--- src/rtl/core/abb_pkg.sv ---
`timescale 1ns / 1ps
// shared constants of the argb alpha blend blitter
package abb_pkg;

    // default surface store size
    localparam int MAX_WIDTH_DEF  = 256;
    localparam int MAX_HEIGHT_DEF = 256;

    // field widths
    localparam int PIX_W     = 32;
    localparam int POS_W     = 10;
    localparam int SIZE_W    = 9;
    localparam int CMD_W     = 2;
    localparam int CFG_IDX_W = 1;

    // commands
    localparam logic [CMD_W-1:0] CMD_FILL  = 2'd0;
    localparam logic [CMD_W-1:0] CMD_BLIT  = 2'd1;
    localparam logic [CMD_W-1:0] CMD_SRC   = 2'd2;
    localparam logic [CMD_W-1:0] CMD_READ  = 2'd3;

    // configuration register indexes
    localparam logic [CFG_IDX_W-1:0] REG_SURFACE_WIDTH  = 1'd0;
    localparam logic [CFG_IDX_W-1:0] REG_SURFACE_HEIGHT = 1'd1;

    localparam logic [SIZE_W-1:0] SURFACE_SIZE_RESET = 9'd256;

    // blend masks and alpha codes
    localparam logic [PIX_W-1:0] MASK_RB      = 32'h00ff_00ff;
    localparam logic [PIX_W-1:0] MASK_G       = 32'h0000_ff00;
    localparam logic [7:0]       ALPHA_CLEAR  = 8'h00;
    localparam logic [7:0]       ALPHA_OPAQUE = 8'hff;
    localparam int               ALPHA_LSB    = 24;

endpackage

--- src/rtl/core/abb_blend.sv ---
`timescale 1ns / 1ps
// argb compositing unit: registered products, then sum and merge
module abb_blend import abb_pkg::*; (
    input  logic             i_clk,
    input  logic             i_load,
    input  logic [PIX_W-1:0] i_src,
    input  logic [PIX_W-1:0] i_dst,
    output logic             o_keep,
    output logic [PIX_W-1:0] o_result
);

    logic [PIX_W-1:0] r_src, n_src;
    logic [PIX_W-1:0] r_dst, n_dst;
    logic [PIX_W-1:0] r_prb, n_prb;
    logic [PIX_W-1:0] r_pg, n_pg;
    logic [15:0]      r_pa, n_pa;

    logic [7:0]       src_a;
    logic [7:0]       out_a;
    logic [PIX_W-1:0] rb;
    logic [PIX_W-1:0] g;
    logic [7:0]       da;

    assign src_a = i_src[PIX_W-1:ALPHA_LSB];

    // wrapping 32-bit differences scaled by alpha
    always_comb begin
        n_src = i_src;
        n_dst = i_dst;
        n_prb = ((i_src & MASK_RB) - (i_dst & MASK_RB)) * {24'd0, src_a};
        n_pg  = ((i_src & MASK_G) - (i_dst & MASK_G)) * {24'd0, src_a};
        n_pa  = {8'd0, i_dst[PIX_W-1:ALPHA_LSB]} * {8'd0, ~src_a};
    end

    always_ff @(posedge i_clk) begin
        if (i_load) begin
            r_src <= n_src;
            r_dst <= n_dst;
            r_prb <= n_prb;
            r_pg  <= n_pg;
            r_pa  <= n_pa;
        end
    end

    assign out_a = r_src[PIX_W-1:ALPHA_LSB];
    assign rb    = ((r_dst & MASK_RB) + (r_prb >> 8)) & MASK_RB;
    assign g     = ((r_dst & MASK_G) + (r_pg >> 8)) & MASK_G;
    assign da    = out_a + r_pa[15:8];

    assign o_keep   = (out_a == ALPHA_CLEAR);
    assign o_result = (out_a == ALPHA_OPAQUE) ? r_src : (rb | g | {da, 24'd0});

endmodule

--- config.mk ---
export PLATFORM = sky130hd
export DESIGN_NAME = abb_blend
export DESIGN_NICKNAME = d
export VERILOG_FILES = /design/src/rtl/core/abb_pkg.sv /design/src/rtl/core/abb_blend.sv
export SDC_FILE = /design/constraint.sdc
export NUM_CORES = 1
export LEC_CHECK = 0
export BUFFER_PORTS_ARGS = -buffer_cell sky130_fd_sc_hd__buf_4
export CORE_UTILIZATION = 60
export DETAILED_ROUTE_END_ITERATION = 7
export GPL_TIMING_DRIVEN = 0
export PLACE_DENSITY = 0.84
export SLEW_MARGIN = 20
export SYNTH_ARGS = -nofsm -noshare
export SYNTH_HDL_FRONTEND = slang
export SYNTH_SLANG_ARGS = --single-unit
--- constraint.sdc ---
create_clock -name i_clk -period 9.35 [get_ports i_clk]
set_input_delay 0.935 -clock i_clk [delete_from_list [all_inputs] [get_ports i_clk]]
set_output_delay 0.935 -clock i_clk [all_outputs]
set_load 0.01 [all_outputs]
==> summary.md <==
| Metric | Value |
|---|---|
| Run status | `finished, violations left` |
| Failing checks | `DRC` |
| Tcrit/Tclk final | `85.4%` |
| Min Tclk post-route | `7.99 ns` |
| Crit end category | `flop` |
| Min-delay worst type | `input pin to flop` |
| Synth warn | `0` |
| Via count | `11824` |
| Inserted Clock Buffers | `9` |
| Clock-pin slew on the worst setup and hold paths | `0.08 ns` |
| Die height | `166 um` |
| Syn_nets | `2174` |
| Largest net degree at the start of global routing | `97` |
| Setup TNS | `0 ns` |
| Post-DP HPWL | `29.4 mm` |
| RSZ-0062 raised after global routing | `no` |
| Final design utilization | `67.0%` |
| CP most frequent cell | `fa_1` |
| Most frequent cells in the layout | `378 x inv_1, 245 x fa_1, 172 x ha_1, 140 x nand2_1, 122 x and2_1` |
| Final Hold Fails | `0` |
| Max-cap viol count | `0` |
| CTS max path bufs | `2` |
| Die width | `166 um` |
| Post-route antenna net violation count | `0` |
| Fin nets | `2283` |
| Main flop type after synthesis | `edfxtp_1` |
| F_max | `125 MHz` |
| Worst-path fanout max | `8` |
| Final setup violation count | `0` |
| Max Slew Vio Count | `0` |
| Req. time, crit path | `9.47 ns` |
| Post-synth EDFFs | `96` |
| CTS tree | `yes` |
| First-pass GRT wire length | `60.4 mm` |
| DRT iter0 DRCs | `879` |
| Port bufs | `98` |
| Tot GR Track Use | `28.9%` |
| Syn Area/Cell | `9.49 sq um` |
| Initial antenna violation count | `0` |
| Critical path class | `input pin to flop` |
| ANT cells | `0` |
| Drt wl/cell | `17.3 um` |
| Slew margin rel. | `30.8%` |
| Worst EP arrival | `8.11 ns` |
| Layout cells sized above 1 | `7.37%` |
| Worst vdd ir | `0.309 mV` |
| Clk sinks | `96` |
| Vias in the first global route | `12479` |
| Yosys cell types | `58` |
| CP peak stage delay | `0.78 ns` |
| Async SR Flop Fraction | `0%` |
| #FFs+latches synth | `96` |
| Min-delay src | `i_dst[6]` |
| Area grow syn2layout | `9.03%` |
| Slowest stage cell, crit path | `fa_1` |
| Most common cell after layout, fill and taps aside | `inv_1` |
| Setup bufs post-CTS | `0` |
| Synth Instances | `1691` |
| Static Leak | `8.79 nW` |
| FILL cells | `2054` |
| Hold Buf Count CTS | `0` |
| Grt total ovfl | `0` |
| Htree depth | `3` |
| Post_cts resized | `0` |
| Power Dens Cells | `397 mW/mm^2` |
| # rows | `59` |
| Final RePlAce weighted congestion | `0.921` |
| Number of iterations in the first detailed-routing pass | `8` |
| Ports | `99` |
| Clk root buf | `clkbuf_16` |
| Die ar. | `0.0274 sq mm` |
| DRC Markers | `21` |
| Worst-Margin Slew | `1.04 ns` |
| Cell area after synthesis | `0.0161 sq mm` |
| Vias per std cell | `5.53` |
| Core Area | `0.0261 sq mm` |
| Fraction of the yosys area taken by sequential cells | `18.0%` |
| DRT Wirelength | `37.0 mm` |
| Min-Delay Path Depth | `1` |
| Critical Path Source Type | `input pin` |
| Starting Density | `61.4%` |
| Worst Hold Path EP | `r_dst[6]` |
[logic make-up (layout without fill, tap and decap cells)]
group           after synthesis  after routing  share of synthesized area (%)
flops                        96             96                           18.0
buf+inv                     422            536                           9.89
xor+xnor                     84             84                           4.58
compound gates              168            168                           7.09
fa+ha+maj                   417            417                           44.0
simple gates                504            504                           16.5
[sequential cells by signal, summed over array words and instances, names as in the netlist]
signal,count
r_src,32
r_pa,8
r_prb,24
r_pg,8
r_dst,24
[per-stage QoR]
stage                     hold WS [ns]  instances  area, sq um  total power, mW  setup WS [ns]
after global placement            1.12       2124        17200             6.24           1.13
after global routing             0.737       2140        17500             7.73          0.938
after floorplan                   1.03       1691        16100             5.19           2.06
after CTS                        0.739       2140        17500             6.95           1.36
after detailed placement          1.12       2124        17200             6.53          0.982
final                            0.745       2140        17500             6.95           1.36
[worst max-delay path: cells and delay by family]
kind	cells	cell delay, ns
compound gates	11	2.75
xor+xnor	1	0.16
fa+ha+maj	7	3.10
buf+inv	5	0.42
simple gates	5	0.74
[area by class of cell]
| class | instances | area (sq um) | share of cell area, % |
|---|---|---|---|
| inverter | 378 | 1420 | 8.11 |
| timing repair buffer | 98 | 739 | 4.23 |
| clock inverter | 7 | 65.1 | 0.372 |
| clock buffer | 9 | 225 | 1.29 |
| buffer | 44 | 169 | 0.965 |
| multi-input combinational | 1173 | 11600 | 66.2 |
| tap | 335 | 419 | 2.39 |
| sequential | 96 | 2880 | 16.5 |
[how the worst max path moves through the flow]
| stage | end | slack (ns) | from |
|---|---|---|---|
| after floorplan | r_prb[30] | 2.06 | i_dst[2] |
| after global placement | r_prb[30] | 1.13 | i_src[0] |
| after detailed placement | r_prb[30] | 0.98 | i_src[0] |
| after CTS | r_prb[30] | 1.36 | i_src[0] |
| after global routing | r_prb[30] | 0.94 | i_src[0] |
| final | r_prb[30] | 1.36 | i_src[0] |
[layer usage]
metal | vias up | track usage, % | part of all wire (%)
met5 | - | 0 | 0
met4 | 0 | 12.6 | 4.0
met3 | 83 | 4.72 | 7.3
met2 | 436 | 51.5 | 51
met1 | 5846 | 34.4 | 38
li1 | 5459 | - | -
[synthesized netlist by cell type (all sizes together), types with 41 or more instances]
cell type	number	share of area, %
a21oi	54	1.8
and2	122	4.8
clkbuf	41	0.96
edfxtp	96	18
fa	245	31
ha	172	13
inv	378	8.8
nand2	140	3.3
nand2b	44	1.7
nor2	65	1.5
nor2b	56	2.2
xnor2	54	2.9
[report_power, final]
| part | switching, mW | internal (mW) | leakage (nW) |
|---|---|---|---|
| logic | 3.13 | 2.52 | 7.72 |
| registers | 0.0387 | 0.876 | 0.939 |
| clock network | 0.190 | 0.186 | 0.137 |
(Power assumes the default switching activity.)
